### src/yp2r_pkg.sv
package yp2r_pkg;

  // Default fraction width of the fixed-point coefficients
  localparam int COEF_FRAC_BITS_DEF = 10;

  // Coefficients in thousandths
  localparam int MILLI_Y  = 1164;
  localparam int MILLI_BU = 2018;
  localparam int MILLI_GV = 813;
  localparam int MILLI_GU = 394;
  localparam int MILLI_RV = 1596;

  localparam int LUMA_OFS = 16;
  localparam int KNEE     = 250;
  localparam int SAT      = 255;

  localparam int NUM_STAGES = 4;

  // Per-stage load enables handed from the control to the datapath
  typedef struct packed {
    logic s1;
    logic s2;
    logic s3;
    logic s4;
  } stg_en_t;

endpackage

### src/yp2r_if.sv
interface yp2r_in_if;
  logic       valid;
  logic       ready;
  logic [7:0] luma_first;
  logic [7:0] chroma_blue;
  logic [7:0] luma_second;
  logic [7:0] chroma_red;

  modport source (output valid, luma_first, chroma_blue, luma_second, chroma_red,
                  input ready);
  modport sink (input valid, luma_first, chroma_blue, luma_second, chroma_red,
                output ready);
endinterface

interface yp2r_out_if;
  logic       valid;
  logic       ready;
  logic [7:0] red_first;
  logic [7:0] green_first;
  logic [7:0] blue_first;
  logic [7:0] red_second;
  logic [7:0] green_second;
  logic [7:0] blue_second;

  modport source (output valid, red_first, green_first, blue_first,
                  red_second, green_second, blue_second, input ready);
  modport sink (input valid, red_first, green_first, blue_first,
                red_second, green_second, blue_second, output ready);
endinterface

### src/yp2r_dp.sv
module yp2r_dp #(
  parameter int CoefFracBits = yp2r_pkg::COEF_FRAC_BITS_DEF
) (
  input  logic                clk,
  input  yp2r_pkg::stg_en_t   en,
  input  logic [7:0]          luma_first,
  input  logic [7:0]          chroma_blue,
  input  logic [7:0]          luma_second,
  input  logic [7:0]          chroma_red,
  output logic [7:0]          red_first,
  output logic [7:0]          green_first,
  output logic [7:0]          blue_first,
  output logic [7:0]          red_second,
  output logic [7:0]          green_second,
  output logic [7:0]          blue_second
);

  localparam int CW = CoefFracBits + 3;   // signed coefficient width
  localparam int PW = CW + 9;             // signed product width
  localparam int SW = PW + 2;             // signed sum width

  localparam int CoefYInt  = (yp2r_pkg::MILLI_Y  * (1 << CoefFracBits) + 500) / 1000;
  localparam int CoefBuInt = (yp2r_pkg::MILLI_BU * (1 << CoefFracBits) + 500) / 1000;
  localparam int CoefGvInt = (yp2r_pkg::MILLI_GV * (1 << CoefFracBits) + 500) / 1000;
  localparam int CoefGuInt = (yp2r_pkg::MILLI_GU * (1 << CoefFracBits) + 500) / 1000;
  localparam int CoefRvInt = (yp2r_pkg::MILLI_RV * (1 << CoefFracBits) + 500) / 1000;
  localparam int KneeInt   = yp2r_pkg::KNEE * (1 << CoefFracBits);

  localparam logic signed [CW-1:0] CoefY  = CW'(CoefYInt);
  localparam logic signed [CW-1:0] CoefBu = CW'(CoefBuInt);
  localparam logic signed [CW-1:0] CoefGv = CW'(CoefGvInt);
  localparam logic signed [CW-1:0] CoefGu = CW'(CoefGuInt);
  localparam logic signed [CW-1:0] CoefRv = CW'(CoefRvInt);
  localparam logic signed [SW-1:0] KneeFix = SW'(KneeInt);
  localparam logic [7:0] SatVal = 8'(yp2r_pkg::SAT);

  // Stage 1: remove offsets
  logic signed [8:0] y0_r, y1_r;
  logic signed [7:0] u_r, v_r;
  logic signed [8:0] y0_nxt, y1_nxt;
  logic signed [7:0] u_nxt, v_nxt;

  // Stage 2: products
  logic signed [PW-1:0] yt0_r, yt1_r, rv_r, gv_r, gu_r, bu_r;
  logic signed [PW-1:0] yt0_nxt, yt1_nxt, rv_nxt, gv_nxt, gu_nxt, bu_nxt;

  // Stage 3: channel sums
  logic signed [SW-1:0] r0_r, g0_r, b0_r, r1_r, g1_r, b1_r;
  logic signed [SW-1:0] r0_nxt, g0_nxt, b0_nxt, r1_nxt, g1_nxt, b1_nxt;

  // Stage 4: clamped output register
  logic [7:0] ro0_r, go0_r, bo0_r, ro1_r, go1_r, bo1_r;

  function automatic logic [7:0] clamp_ch(input logic signed [SW-1:0] sum);
    logic [7:0] res;
    priority if (sum > KneeFix) res = SatVal;
    else if (sum[SW-1])         res = 8'd0;
    else                        res = sum[CoefFracBits +: 8];
    return res;
  endfunction

  always_comb begin
    y0_nxt = $signed({1'b0, luma_first}) - 9'(yp2r_pkg::LUMA_OFS);
    y1_nxt = $signed({1'b0, luma_second}) - 9'(yp2r_pkg::LUMA_OFS);
    // flipping the top bit subtracts 128 in two's complement
    u_nxt  = $signed({~chroma_blue[7], chroma_blue[6:0]});
    v_nxt  = $signed({~chroma_red[7], chroma_red[6:0]});
  end

  always_comb begin
    yt0_nxt = PW'(y0_r) * PW'(CoefY);
    yt1_nxt = PW'(y1_r) * PW'(CoefY);
    rv_nxt  = PW'(v_r) * PW'(CoefRv);
    gv_nxt  = PW'(v_r) * PW'(CoefGv);
    gu_nxt  = PW'(u_r) * PW'(CoefGu);
    bu_nxt  = PW'(u_r) * PW'(CoefBu);
  end

  always_comb begin
    r0_nxt = SW'(yt0_r) + SW'(rv_r);
    g0_nxt = SW'(yt0_r) - SW'(gv_r) - SW'(gu_r);
    b0_nxt = SW'(yt0_r) + SW'(bu_r);
    r1_nxt = SW'(yt1_r) + SW'(rv_r);
    g1_nxt = SW'(yt1_r) - SW'(gv_r) - SW'(gu_r);
    b1_nxt = SW'(yt1_r) + SW'(bu_r);
  end

  always_ff @(posedge clk) begin
    if (en.s1) begin
      y0_r <= y0_nxt;
      y1_r <= y1_nxt;
      u_r  <= u_nxt;
      v_r  <= v_nxt;
    end
    if (en.s2) begin
      yt0_r <= yt0_nxt;
      yt1_r <= yt1_nxt;
      rv_r  <= rv_nxt;
      gv_r  <= gv_nxt;
      gu_r  <= gu_nxt;
      bu_r  <= bu_nxt;
    end
    if (en.s3) begin
      r0_r <= r0_nxt;
      g0_r <= g0_nxt;
      b0_r <= b0_nxt;
      r1_r <= r1_nxt;
      g1_r <= g1_nxt;
      b1_r <= b1_nxt;
    end
    if (en.s4) begin
      ro0_r <= clamp_ch(r0_r);
      go0_r <= clamp_ch(g0_r);
      bo0_r <= clamp_ch(b0_r);
      ro1_r <= clamp_ch(r1_r);
      go1_r <= clamp_ch(g1_r);
      bo1_r <= clamp_ch(b1_r);
    end
  end

  assign red_first    = ro0_r;
  assign green_first  = go0_r;
  assign blue_first   = bo0_r;
  assign red_second   = ro1_r;
  assign green_second = go1_r;
  assign blue_second  = bo1_r;

endmodule

### src/yuyv_pair_to_rgb_unit.sv
// Channel   Direction  Handshake          Payload
// in_ch     sink       valid / ready      luma_first, chroma_blue, luma_second, chroma_red
// out_ch    source     valid / ready      red/green/blue of first and second pixel
//
// One transaction per cycle sustained while out_ch.ready stays high; four register
// stages (offset, multiply, sum, clamp), which an accepted transaction passes
// through in that order before its result shows on out_ch.
// Reset (rst_n low, synchronous) clears the stage valid bits only.
// Each stage holds while its successor is full and stalled; a bubble in the
// pipe is filled even while the output waits, so in_ch.ready drops only when
// all four stages hold data and out_ch.ready is low.
module yuyv_pair_to_rgb_unit #(
  parameter int CoefFracBits = yp2r_pkg::COEF_FRAC_BITS_DEF
) (
  input  logic         clk,
  input  logic         rst_n,
  yp2r_in_if.sink      in_ch,
  yp2r_out_if.source   out_ch
);

  localparam int NS = yp2r_pkg::NUM_STAGES;

  logic [NS-1:0] vld_r, vld_nxt;
  logic [NS:0]   rdy;
  logic [NS:0]   vin;
  yp2r_pkg::stg_en_t en;

  always_comb begin
    rdy[NS] = out_ch.ready;
    for (int k = NS - 1; k >= 0; k--) begin
      rdy[k] = !vld_r[k] || rdy[k+1];
    end
    vin = {vld_r, in_ch.valid};
    for (int k = 0; k < NS; k++) begin
      vld_nxt[k] = rdy[k] ? vin[k] : vld_r[k];
    end
  end

  assign en.s1 = rdy[0];
  assign en.s2 = rdy[1];
  assign en.s3 = rdy[2];
  assign en.s4 = rdy[3];

  always_ff @(posedge clk) begin
    if (!rst_n) begin
      vld_r <= '0;
    end else begin
      vld_r <= vld_nxt;
    end
  end

  assign in_ch.ready  = rdy[0];
  assign out_ch.valid = vld_r[NS-1];

  yp2r_dp #(
    .CoefFracBits (CoefFracBits)
  ) u_dp (
    .clk          (clk),
    .en           (en),
    .luma_first   (in_ch.luma_first),
    .chroma_blue  (in_ch.chroma_blue),
    .luma_second  (in_ch.luma_second),
    .chroma_red   (in_ch.chroma_red),
    .red_first    (out_ch.red_first),
    .green_first  (out_ch.green_first),
    .blue_first   (out_ch.blue_first),
    .red_second   (out_ch.red_second),
    .green_second (out_ch.green_second),
    .blue_second  (out_ch.blue_second)
  );

  a_in_to_s1: assert property (@(posedge clk) disable iff (!rst_n)
    in_ch.valid && in_ch.ready |=> vld_r[0])
    else $error("accepted transaction did not reach the first stage");

  a_full_stall: assert property (@(posedge clk) disable iff (!rst_n)
    !in_ch.ready |-> (&vld_r) && !out_ch.ready)
    else $error("input stalled with a bubble in the pipe");

  a_s3_to_out: assert property (@(posedge clk) disable iff (!rst_n)
    vld_r[2] && en.s4 |=> out_ch.valid)
    else $error("sum stage advanced without producing a result");

endmodule
### src/flat_wrapper.sv
// flat-port wrapper written by rule: the top's interface ports become plain ports
module yuyv_pair_to_rgb_unit_flat 
#(
  parameter int CoefFracBits = yp2r_pkg::COEF_FRAC_BITS_DEF
)
  (clk, rst_n, in_ch_valid, in_ch_luma_first, in_ch_chroma_blue, in_ch_luma_second, in_ch_chroma_red, in_ch_ready, out_ch_valid, out_ch_red_first, out_ch_green_first, out_ch_blue_first, out_ch_red_second, out_ch_green_second, out_ch_blue_second, out_ch_ready);
  yp2r_in_if in_ch_i ();
  yp2r_out_if out_ch_i ();
  input  logic clk;
  input  logic rst_n;
  input wire logic [$bits(in_ch_i.valid)-1:0] in_ch_valid;
  input wire logic [$bits(in_ch_i.luma_first)-1:0] in_ch_luma_first;
  input wire logic [$bits(in_ch_i.chroma_blue)-1:0] in_ch_chroma_blue;
  input wire logic [$bits(in_ch_i.luma_second)-1:0] in_ch_luma_second;
  input wire logic [$bits(in_ch_i.chroma_red)-1:0] in_ch_chroma_red;
  output wire logic [$bits(in_ch_i.ready)-1:0] in_ch_ready;
  output wire logic [$bits(out_ch_i.valid)-1:0] out_ch_valid;
  output wire logic [$bits(out_ch_i.red_first)-1:0] out_ch_red_first;
  output wire logic [$bits(out_ch_i.green_first)-1:0] out_ch_green_first;
  output wire logic [$bits(out_ch_i.blue_first)-1:0] out_ch_blue_first;
  output wire logic [$bits(out_ch_i.red_second)-1:0] out_ch_red_second;
  output wire logic [$bits(out_ch_i.green_second)-1:0] out_ch_green_second;
  output wire logic [$bits(out_ch_i.blue_second)-1:0] out_ch_blue_second;
  input wire logic [$bits(out_ch_i.ready)-1:0] out_ch_ready;
  assign in_ch_i.valid = in_ch_valid;
  assign in_ch_i.luma_first = in_ch_luma_first;
  assign in_ch_i.chroma_blue = in_ch_chroma_blue;
  assign in_ch_i.luma_second = in_ch_luma_second;
  assign in_ch_i.chroma_red = in_ch_chroma_red;
  assign in_ch_ready = in_ch_i.ready;
  assign out_ch_valid = out_ch_i.valid;
  assign out_ch_red_first = out_ch_i.red_first;
  assign out_ch_green_first = out_ch_i.green_first;
  assign out_ch_blue_first = out_ch_i.blue_first;
  assign out_ch_red_second = out_ch_i.red_second;
  assign out_ch_green_second = out_ch_i.green_second;
  assign out_ch_blue_second = out_ch_i.blue_second;
  assign out_ch_i.ready = out_ch_ready;
  yuyv_pair_to_rgb_unit #(.CoefFracBits(CoefFracBits)) u_core (.clk(clk), .rst_n(rst_n), .in_ch(in_ch_i), .out_ch(out_ch_i));
endmodule
### config.mk
export PLATFORM = sky130hd
export DESIGN_NAME = yuyv_pair_to_rgb_unit_flat
export DESIGN_NICKNAME = d
export VERILOG_FILES = /design/src/yp2r_pkg.sv /design/src/yp2r_if.sv /design/src/yp2r_dp.sv /design/src/yuyv_pair_to_rgb_unit.sv /design/src/flat_wrapper.sv
export SDC_FILE = /design/constraint.sdc
export NUM_CORES = 1
export LEC_CHECK = 0
export BUFFER_PORTS_ARGS = -buffer_cell sky130_fd_sc_hd__buf_4
export CORE_AREA = 10 10 227 229
export DETAILED_ROUTE_END_ITERATION = 16
export DIE_AREA = 0 0 237 239
export PLACE_DENSITY = 0.66
export SYNTH_ARGS = -nofsm -noshare
export SYNTH_HDL_FRONTEND = slang
export SYNTH_HIERARCHICAL = 1
export SYNTH_SLANG_ARGS = --single-unit
export TNS_END_PERCENT = 5
### constraint.sdc
create_clock -name clk -period 13.1 [get_ports clk]
set_input_delay 3.93 -clock clk [delete_from_list [all_inputs] [get_ports clk]]
set_output_delay 3.93 -clock clk [all_outputs]
set_load 0.01 [all_outputs]
==> results of run 1 <==
-- synth_stat cells (all sizes together) (38+ instances only) --
cell / count
a21o: 42
a21oi: 133
edfxtp: 312
fa: 102
ha: 354
inv: 289
nand2: 63
nor2: 161
nor2b: 38
nor3: 41
o21a: 38
o21ai: 69
xnor2: 124
-- final timing paths --
path / startpoint / slack [ns] / cells after the start / to
worst max-delay path: out_ch_ready / 3.86 / 4 / in_ch_ready
worst min register to register: u_core/vld_r[1] / 0.46 / 1 / u_core/vld_r[2]
worst max register to register: u_core/u_dp/v_r[7] / 8.44 / 13 / u_core/u_dp/rv_r[19]
worst min-delay path: u_core/vld_r[1] / 0.46 / 1 / u_core/vld_r[2]
-- worst reg2reg max path: cells and delay by family (launching register included) --
| family | cells | cell delay [ns] |
|---|---|---|
| adder cells (fa/ha/maj) | 5 | 2.40 |
| AO/OA/AOI/OAI | 3 | 0.79 |
| flip-flops | 1 | 0.63 |
| AND/OR/NAND/NOR | 2 | 0.32 |
| XOR/XNOR | 1 | 0.14 |
| buffers and inverters | 2 | 0.11 |
-- per-layer routing --
metal	GRT usage	wire, um	vias up	share of wire
met4	0.07585	2200	0	0.042
li1	-	-	7649	-
met1	0.2382	23450	7382	0.45
met2	0.2941	23380	296	0.45
met3	0.04205	2949	93	0.057
met5	0	0	-	0
-- cells by family after synthesis --
kind of cell	after synthesis	synth area share
flops	316	0.4056
fa+ha+maj	456	0.2778
buf+inv	308	0.04962
compound gates	402	0.1124
mux	8	0.003437
xor+xnor	156	0.05864
simple gates	441	0.09258
-- power by group through the flow --
stage / clock network [mW] / registers, mW / logic, mW
2_1_floorplan: 0 / 1.95 / 2.88
3_3_place_gp: 0 / 2.10 / 3.68
4_1_cts: 1.03 / 2.09 / 3.77
6_report: 1.00 / 2.09 / 3.78
5_1_grt: 1.07 / 2.12 / 4.27
3_5_place_dp: 0 / 2.11 / 3.74
-- flip-flops by register name (all words and copies together) (netlist names), 9 cells and up --
signal / cells
u_core/u_dp/b0_r: 21
u_core/u_dp/b1_r: 19
u_core/u_dp/bu_r: 19
u_core/u_dp/g0_r: 23
u_core/u_dp/g1_r: 20
u_core/u_dp/gu_r: 18
u_core/u_dp/gv_r: 19
u_core/u_dp/r0_r: 21
u_core/u_dp/r1_r: 19
u_core/u_dp/rv_r: 15
u_core/u_dp/y0_r: 9
u_core/u_dp/y1_r: 9
u_core/u_dp/yt0_r: 18
u_core/u_dp/yt1_r: 18
-- cell type report --
class | count | area (um^2) | share of cell area
multi-input cells | 1463 | 12700 | 0.4913
flip-flops and latches | 316 | 9449 | 0.3656
inverters | 289 | 1090 | 0.04217
clock buffers | 45 | 998.5 | 0.03864
well taps | 615 | 769.5 | 0.02978
repair buffers | 87 | 653.1 | 0.02527
clock inverters | 23 | 186.4 | 0.007214
==> flow_summary.ini, run 1 <==
[floorplanning]
initial_utilization = 0.4942
die_width_um = 237
io_pins = 86
dieArea_mm2 = 0.05664
coreArea_mm2 = 0.04715
fp.dieH_um = 239
rows = 80

[clock_tree]
cts_resized = 0
cts.sinks = 316
post-cts-setup-buffers = 0
clk_pin_slew_ns = 0.06
clock_latency_ns = 0.56
cts_hold_buf = 0
cts_buffer_depth = 3
cts_tree = built
cts_root_buf = clkbuf_16
ctsHtreeMaxLevel = 2
cts-buffers-inserted = 38

[grt]
grt_use_total = 0.1844
grt_start_max_net_pins = 71
grt_pass1_wl_um = 82490
grt_pass1_vias = 15490
antenna_found_initial = 0
gr-total-overflow = 0

[routing]
num_vias = 15420
routed_wl_um = 51980
wl_per_cell_um = 18.32
drt_pre_antenna_iters = 5
drt_iter0_drc = 854
drc_errors = 0
drtAntennaViolNets = 0
viasPerCell = 5.433

[power]
power.leakage_nw = 11.71
seqPwrFrac = 0.304
p_int_mw = 4.032
p_comb_frac = 0.550
p_switching_mw = 2.836
switching_share = 0.4129
peakVddDrop_mv = 0.1949
power.total_mw = 6.869
power_frac_clock = 0.146
power.density_mw_per_mm2 = 265.8

[worst_setup_path]
cp-end-kind = primary output
crit_buf_inv = 2
worst-setup-path-type = in -> out
path_cells = buf_4 -> and4b_2 -> nand2_2 -> buf_4
cp-start-kind = primary input
cp_slowest_cell = nand2_2
crit_top_cell = buf_4
required_ns = 9.17
crit_fanout = 35
path_delay_family = simple AND/OR/NAND/NOR gates
slowest_delay_ns = 0.52
arrival_ns = 5.31

[synthesis]
yosys.area.top_type = edfxtp_1
synthesis.nets = 2579
ys_async_sr_fraction = 0
yosys_most_used_dff = edfxtp_1
yosysUniqueCellTypes = 74
netlist_top_cells_area = edfxtp_1 (40%), ha_1 (19%), fa_1 (8.8%), xnor2_1 (4.7%), inv_1 (4.6%)
synth_edf_count = 312
yosys_warnings = 6
synthCells = 2087
postSynthAreaPerCell_um2 = 11.16
synth_area_mm2 = 0.02330
synth_top_area_frac = 0.4021
ys_ff_latch = 316
yosysSeqAreaShare = 0.4056

[timing]
max_clock_freq_ghz = 0.1082
maxSlewViolCount = 0
whs_ns = 0.4572
min_period_ns = 9.243
rsz0062_at_grt = no
tns_ns = 0
fin_skew_ns = 0.01983
final-hold-violation-count = 0
finalCritPeriodShare = 0.7056
max-slew-margin-rel = 0.3239
worstMarginPinSlew_ns = 1.014
setup_viol = 0
final.setup.worst_slack_ns = 3.857

[placement]
gp_congestion = 0.9406
port_buffers = 85
dp_cells = 2770
place_ws_ns = 3.830
place_area_mm2 = 0.02466
hpwlAfterDp_um = 42180

[layout]
postLayoutCoreUtil = 0.5481
drive_gt1_frac = 0.07647
fin_nets = 2687
fill_cells = 4028
stdcell_area_mm2 = 0.02584
final_common_cell = ha_1
layout.cells.non_filler = 2838
insertedDiodeCount = 0
area.growth.synth_to_final_pct = 10.92
mostFrequentLayoutCells = ha_1 (354), edfxtp_1 (312), inv_1 (286)

[job]
drv_cap = 0

[worst_hold_path]
hp-class = reg -> reg

[status]
outcome = finished, final reports clean
Note: power is estimated with default switching activity, not from simulation.
==> run 2, diff against run 1 <==
==> constraint.sdc (replaced) <==
create_clock -name clk -period 9.1 [get_ports clk]
set_input_delay 2.73 -clock clk [delete_from_list [all_inputs] [get_ports clk]]
set_output_delay 2.73 -clock clk [all_outputs]
set_load 0.01 [all_outputs]
==> run 2 against run 1 <==
Sequential share of layout area is essentially flat. Sequential power grew 44%. Cell area is essentially flat. Clock-buffer cell count grew 2. Combinational power grew 44%. Setup slack lost 1.3 ns. Critical path type unchanged. First-iteration DRC count grew 7.0%. Clock power grew 47%. Register-to-register slack lost 3.9 ns. Total power grew 45%. Clock skew grew 0.0064 ns. Non-clock buffer count grew 1. Critical endpoint unchanged.
==> flow_summary.ini, run 2 (same netlist as run 1, synthesis figures left out) <==
[status]
outcome = finished, final reports clean

[layout]
top_register = u_core/u_dp/g0_r
area.growth.synth_to_final_pct = 10.97
final_common_cell = ha_1
layout.cells.non_filler = 2838
fin_nets = 2687
largest_reg_flops = 23
drive_gt1_frac = 0.07339
mostFrequentLayoutCells = ha_1 (354), edfxtp_1 (312), inv_1 (286)
reg_top3 = u_core/u_dp/g0_r (23), u_core/u_dp/b0_r (21), u_core/u_dp/r0_r (21)

[placement]
port_buffers = 85
place_ws_ns = 2.535
gp_congestion = 0.9786
hpwlAfterDp_um = 42240
dp_cells = 2771

[worst_setup_path]
rr_endpoint = u_core/u_dp/rv_r[18]
cp_slowest_cell = buf_4
slowest_delay_ns = 0.40
crit_fanout = 35
crit_top_cell = buf_4
required_ns = 6.37
worst-setup-path-type = in -> out
rrSetupSlack_ns = 4.49
worstSetupEndpoint = in_ch_ready
cp-start-kind = primary input
crit_buf_inv = 3
r2r_cells = 14
arrival_ns = 3.82
reg2reg_from = u_core/u_dp/v_r[7]
path_delay_family = buffers and inverters
cp-end-kind = primary output
path_cells = buf_4 -> and4b_2 -> nand2_2 -> buf_4 -> buf_4
cp.depth = 5
critPathLaunch = out_ch_ready

[clock_tree]
cts_root_buf = clkbuf_16
cts-buffers-inserted = 37
cts_buffer_depth = 3
ctsHtreeMaxLevel = 2
cts_hold_buf = 0
cts_resized = 0
clk_pin_slew_ns = 0.06
clock_latency_ns = 0.56
cts_tree = built
post-cts-setup-buffers = 0
cts.sinks = 316

[floorplanning]
die_width_um = 237
fp.dieH_um = 239
io_pins = 86
dieArea_mm2 = 0.05664
rows = 80
initial_utilization = 0.4942
coreArea_mm2 = 0.04715

[timing]
fin_skew_ns = 0.02621
setup_viol = 0
tns_ns = 0
final.setup.worst_slack_ns = 2.554
max_clock_freq_ghz = 0.1528
maxSlewViolCount = 0
finalCritPeriodShare = 0.7193
final-hold-violation-count = 0
min_period_ns = 6.546
rsz0062_at_grt = no
max-slew-margin-rel = 0.3218
worstMarginPinSlew_ns = 1.017

[power]
power.leakage_nw = 11.71
power.density_mw_per_mm2 = 384.0
peakVddDrop_mv = 0.2228

[job]
drv_cap = 0

[grt]
grt_start_max_net_pins = 68
antenna_found_initial = 0
grt_pass1_vias = 15460
grt_use_total = 0.1870
gr-total-overflow = 0
grt_pass1_wl_um = 84090

[routing]
drc_errors = 0
num_vias = 15380
drtAntennaViolNets = 0
wl_per_cell_um = 18.48
routed_wl_um = 52430
viasPerCell = 5.418
drt_iter0_drc = 914
drt_pre_antenna_iters = 5

[worst_hold_path]
hp-class = reg -> reg
## run 2: changes by cell type in the layout (fill, tap and decap cells not counted)
| cell | change |
|---|---|
| clkbuf_1 | +4 |
| clkinv_2 | -4 |
| bufinv_16 | +3 |
| clkinvlp_4 | -3 |
| clkbuf_16 | -2 |
| clkinv_4 | -2 |
| diode_2 | +2 |
| buf_4 | +1 |
| clkinv_1 | +1 |
## run 2: cell type report
| cell class | count | area, um^2 |
|---|---|---|
| Antenna cell | 2 | 5.005 |
| Clock buffer | 47 | 963.4 |
| Clock inverter | 18 | 220.2 |
| Fill cell | 4040 | 21290 |
| Inverter | 289 | 1090 |
| Multi-Input combinational cell | 1463 | 12700 |
| Sequential cell | 316 | 9449 |
| Tap cell | 615 | 769.5 |
| Timing Repair Buffer | 88 | 660.6 |
## run 2: worst reg2reg max path, stage by stage, from the launching register on
cell and delay (ns):
edfxtp_1 0.61, fa_1 0.66, inv_1 0.07, fa_1 0.47, fa_1 0.42, fa_1 0.51
inv_1 0.04, ha_1 0.32, o21a_1 0.12, nor2_1 0.04, nor2b_1 0.20, nand2_1 0.07
o21ai_0 0.41, nor4b_1 0.12, a211o_1 0.28
## run 2: worst min path at each step
stage                        start                   to  slack [ns]  cells after the start
3_3_place_gp       u_core/vld_r[1]      u_core/vld_r[2]        0.44                      1
6_report       u_core/u_dp/bu_r[2]  u_core/u_dp/b0_r[2]        0.48                      0
5_1_grt        u_core/u_dp/bu_r[2]  u_core/u_dp/b0_r[2]        0.50                      0
3_5_place_dp   u_core/u_dp/bu_r[2]  u_core/u_dp/b0_r[2]        0.47                      0
2_1_floorplan  u_core/u_dp/bu_r[2]  u_core/u_dp/b0_r[2]        0.40                      0
4_1_cts        u_core/u_dp/bu_r[2]  u_core/u_dp/b0_r[2]        0.48                      0
## run 2: metrics by stage
step	util	area (um^2)	hold slack, ns	power (mW)
finish	0.5484	25850	0.4770	9.928
global route	0.5483	25850	0.4976	10.77
CTS	0.5483	25850	0.4803	9.943
detailed placement	0.5232	24660	0.4655	8.422
global placement	0.5232	24660	0.4437	8.307
floorplan	-	23300	0.4003	6.949
## run 2: routing by layer
metal	GRT usage	vias to the layer above	share of wire
met5	0	-	0
met4	0.05289	0	0.021
met3	0.04125	57	0.051
met2	0.3036	296	0.46
met1	0.2469	7380	0.46
li1	-	7643	-
## run 2: power by group
part           total, mW  internal (mW)  switching (mW)
sequential          3.01           2.54           0.470
combinational       5.45           2.42            3.03
clock               1.47          0.890           0.578
total               9.93           5.85            4.08
==> run 3, diff against run 2 <==
--- a/config.mk
+++ b/config.mk
@@ -9,7 +9,7 @@
 export CORE_AREA = 10 10 227 229
 export DETAILED_ROUTE_END_ITERATION = 16
 export DIE_AREA = 0 0 237 239
-export PLACE_DENSITY = 0.66
+export PLACE_DENSITY = 0.69
 export SYNTH_ARGS = -nofsm -noshare
 export SYNTH_HDL_FRONTEND = slang
 export SYNTH_HIERARCHICAL = 1
==> constraint.sdc (replaced) <==
create_clock -name clk -period 5.4 [get_ports clk]
set_input_delay 1.62 -clock clk [delete_from_list [all_inputs] [get_ports clk]]
set_output_delay 1.62 -clock clk [all_outputs]
set_load 0.01 [all_outputs]
==> run 3 against run 2 <==
Via count up 1.2%. Clock power up 58%. Routed wire length about the same. Combinational power up 69%. Die area unchanged. Setup slack worse by 1.7 ns. Non-clock buffer count up 1. Worst hold slack worse by 0.046 ns. Register-to-register slack worse by 3.6 ns. Highest routed layer unchanged.
==> flow_summary.ini, run 3 (same netlist as run 1, synthesis figures left out) <==
[routing]
wl_per_cell_um = 18.48
drtAntennaViolNets = 0
routed_wl_um = 52420
drt_iter0_drc = 1018
drt_pre_antenna_iters = 7
viasPerCell = 5.484
drc_errors = 0
num_vias = 15550

[clock_tree]
ctsHtreeMaxLevel = 2
cts-buffers-inserted = 36
clock_latency_ns = 0.55
cts.sinks = 316
cts_hold_buf = 0
cts_resized = 0
clk_pin_slew_ns = 0.06
cts_buffer_depth = 3
cts_root_buf = clkbuf_16
post-cts-setup-buffers = 0
cts_tree = built

[floorplanning]
rows = 80
initial_utilization = 0.4942
fp.dieH_um = 239
dieArea_mm2 = 0.05664
coreArea_mm2 = 0.04715
io_pins = 86
die_width_um = 237

[timing]
maxSlewViolCount = 0
setup_viol = 0
final-hold-violation-count = 0
fin_skew_ns = 0.01453
finalCritPeriodShare = 0.8380
max-slew-margin-rel = 0.3221
max_clock_freq_ghz = 0.2210
min_period_ns = 4.525
rsz0062_at_grt = no
worstMarginPinSlew_ns = 1.017
tns_ns = 0

[worst_setup_path]
path_delay_family = adder cells
crit_buf_inv = 2
crit_top_cell = fa_1
rr_endpoint = u_core/u_dp/rv_r[19]
slowest_delay_ns = 0.65
cp-start-kind = flop
rrSetupSlack_ns = 0.87
crit_fanout = 11
r2r_cells = 13
required_ns = 5.67
reg2reg_from = u_core/u_dp/v_r[7]
cp_slowest_cell = fa_1
path_cells = fa_1 -> inv_1 -> fa_1 -> fa_1 -> fa_1 -> inv_1 -> ha_1 -> nor3_1 -> o21ai_0 -> a211oi_1 -> nor2_1 -> o41ai_1 -> xnor2_1
arrival_ns = 4.79
worst-setup-path-type = reg -> reg
cp-end-kind = flop

[layout]
fin_nets = 2687
largest_reg_flops = 23
area.growth.synth_to_final_pct = 10.70
final_common_cell = ha_1
layout.cells.non_filler = 2836
drive_gt1_frac = 0.07429
reg_top3 = u_core/u_dp/g0_r (23), u_core/u_dp/b0_r (21), u_core/u_dp/r0_r (21)
top_register = u_core/u_dp/g0_r
insertedDiodeCount = 0
mostFrequentLayoutCells = ha_1 (354), edfxtp_1 (312), inv_1 (286)

[placement]
port_buffers = 85
hpwlAfterDp_um = 42230
gp_congestion = 0.9723
dp_cells = 2772

[worst_hold_path]
holdPathEnd = u_core/u_dp/b0_r[2]
hp-class = reg -> reg
whs_path_depth = 0
hp-start = u_core/u_dp/bu_r[2]

[power]
power.total_mw = 16.59
power.density_mw_per_mm2 = 643.1
peakVddDrop_mv = 0.3855
power.leakage_nw = 11.68

[grt]
grt_use_total = 0.1859
gr-total-overflow = 0
antenna_found_initial = 0
grt_pass1_wl_um = 83480
grt_pass1_vias = 15550
grt_start_max_net_pins = 124

[status]
outcome = finished, final reports clean

[job]
drv_cap = 0
-- run 3: cell count changes in the layout (fill, tap and decap cells not counted), sizes merged --
cell / previous run / this run
buf: 88 / 89
bufinv: 5 / 2
clkbuf: 47 / 46
clkinv: 9 / 12
clkinvlp: 2 / 4
diode: 2 / 0
inv: 291 / 289
-- run 3: final cells by class --
class | count | area (um^2)
Fill cell | 4011 | 21350
Multi-Input combinational cell | 1463 | 12700
Sequential cell | 316 | 9449
Inverter | 289 | 1090
Clock buffer | 46 | 959.7
Tap cell | 615 | 769.5
Timing Repair Buffer | 89 | 680.7
Clock inverter | 18 | 147.6
-- run 3: power by group --
part | leakage [nW] | total [mW] | switching [mW] | internal, mW
logic | 7.82 | 9.21 | 5.13 | 4.08
clock network | 0.531 | 2.32 | 0.962 | 1.35
registers | 3.33 | 5.06 | 0.776 | 4.28
total | 11.7 | 16.6 | 6.87 | 9.72
-- run 3: metal layers --
metal | global-route usage | share of wire | wire length [um]
met3 | 0.04171 | 0.062 | 3252
met4 | 0.05694 | 0.028 | 1483
met1 | 0.2421 | 0.45 | 23630
met2 | 0.3032 | 0.46 | 24060
met5 | 0 | 0 | 0
-- run 3: worst max path at each step --
stage | startpoint | to | slack (ns) | cells after the start
6_report | u_core/u_dp/v_r[7] | u_core/u_dp/rv_r[19] | 0.87 | 13
5_1_grt | u_core/u_dp/v_r[7] | u_core/u_dp/rv_r[19] | 0.52 | 13
4_1_cts | u_core/u_dp/v_r[7] | u_core/u_dp/rv_r[19] | 0.87 | 13
3_5_place_dp | u_core/u_dp/v_r[7] | u_core/u_dp/rv_r[19] | 0.89 | 13
3_3_place_gp | u_core/u_dp/v_r[7] | u_core/u_dp/rv_r[19] | 0.97 | 13
2_1_floorplan | out_ch_ready | u_core/u_dp/b0_r[10] | 0.72 | 2
-- run 3: through the flow --
| stage | setup slack, ns | area (um^2) | hold slack (ns) | util |
|---|---|---|---|---|
| after CTS | 0.8693 | 25790 | 0.4307 | 0.5471 |
| after floorplan | 0.7210 | 23300 | 0.4003 | - |
| after global placement | 0.9676 | 24680 | 0.4435 | 0.5236 |
| final | 0.8748 | 25790 | 0.4306 | 0.5471 |
| after global routing | 0.5247 | 25790 | 0.4554 | 0.5471 |
| after detailed placement | 0.8918 | 24680 | 0.4226 | 0.5236 |
-- run 3: worst register-to-register path: cells and delay by family, from the launching register on --
| family | cells | cell delay, ns |
|---|---|---|
| AOI/OAI and AO/OA | 3 | 0.72 |
| xor gates and xnor gates | 1 | 0.12 |
| adders and majority gates | 5 | 2.41 |
| buffers and inverters | 2 | 0.11 |
| DFF | 1 | 0.60 |
| and+or+nand+nor | 2 | 0.29 |
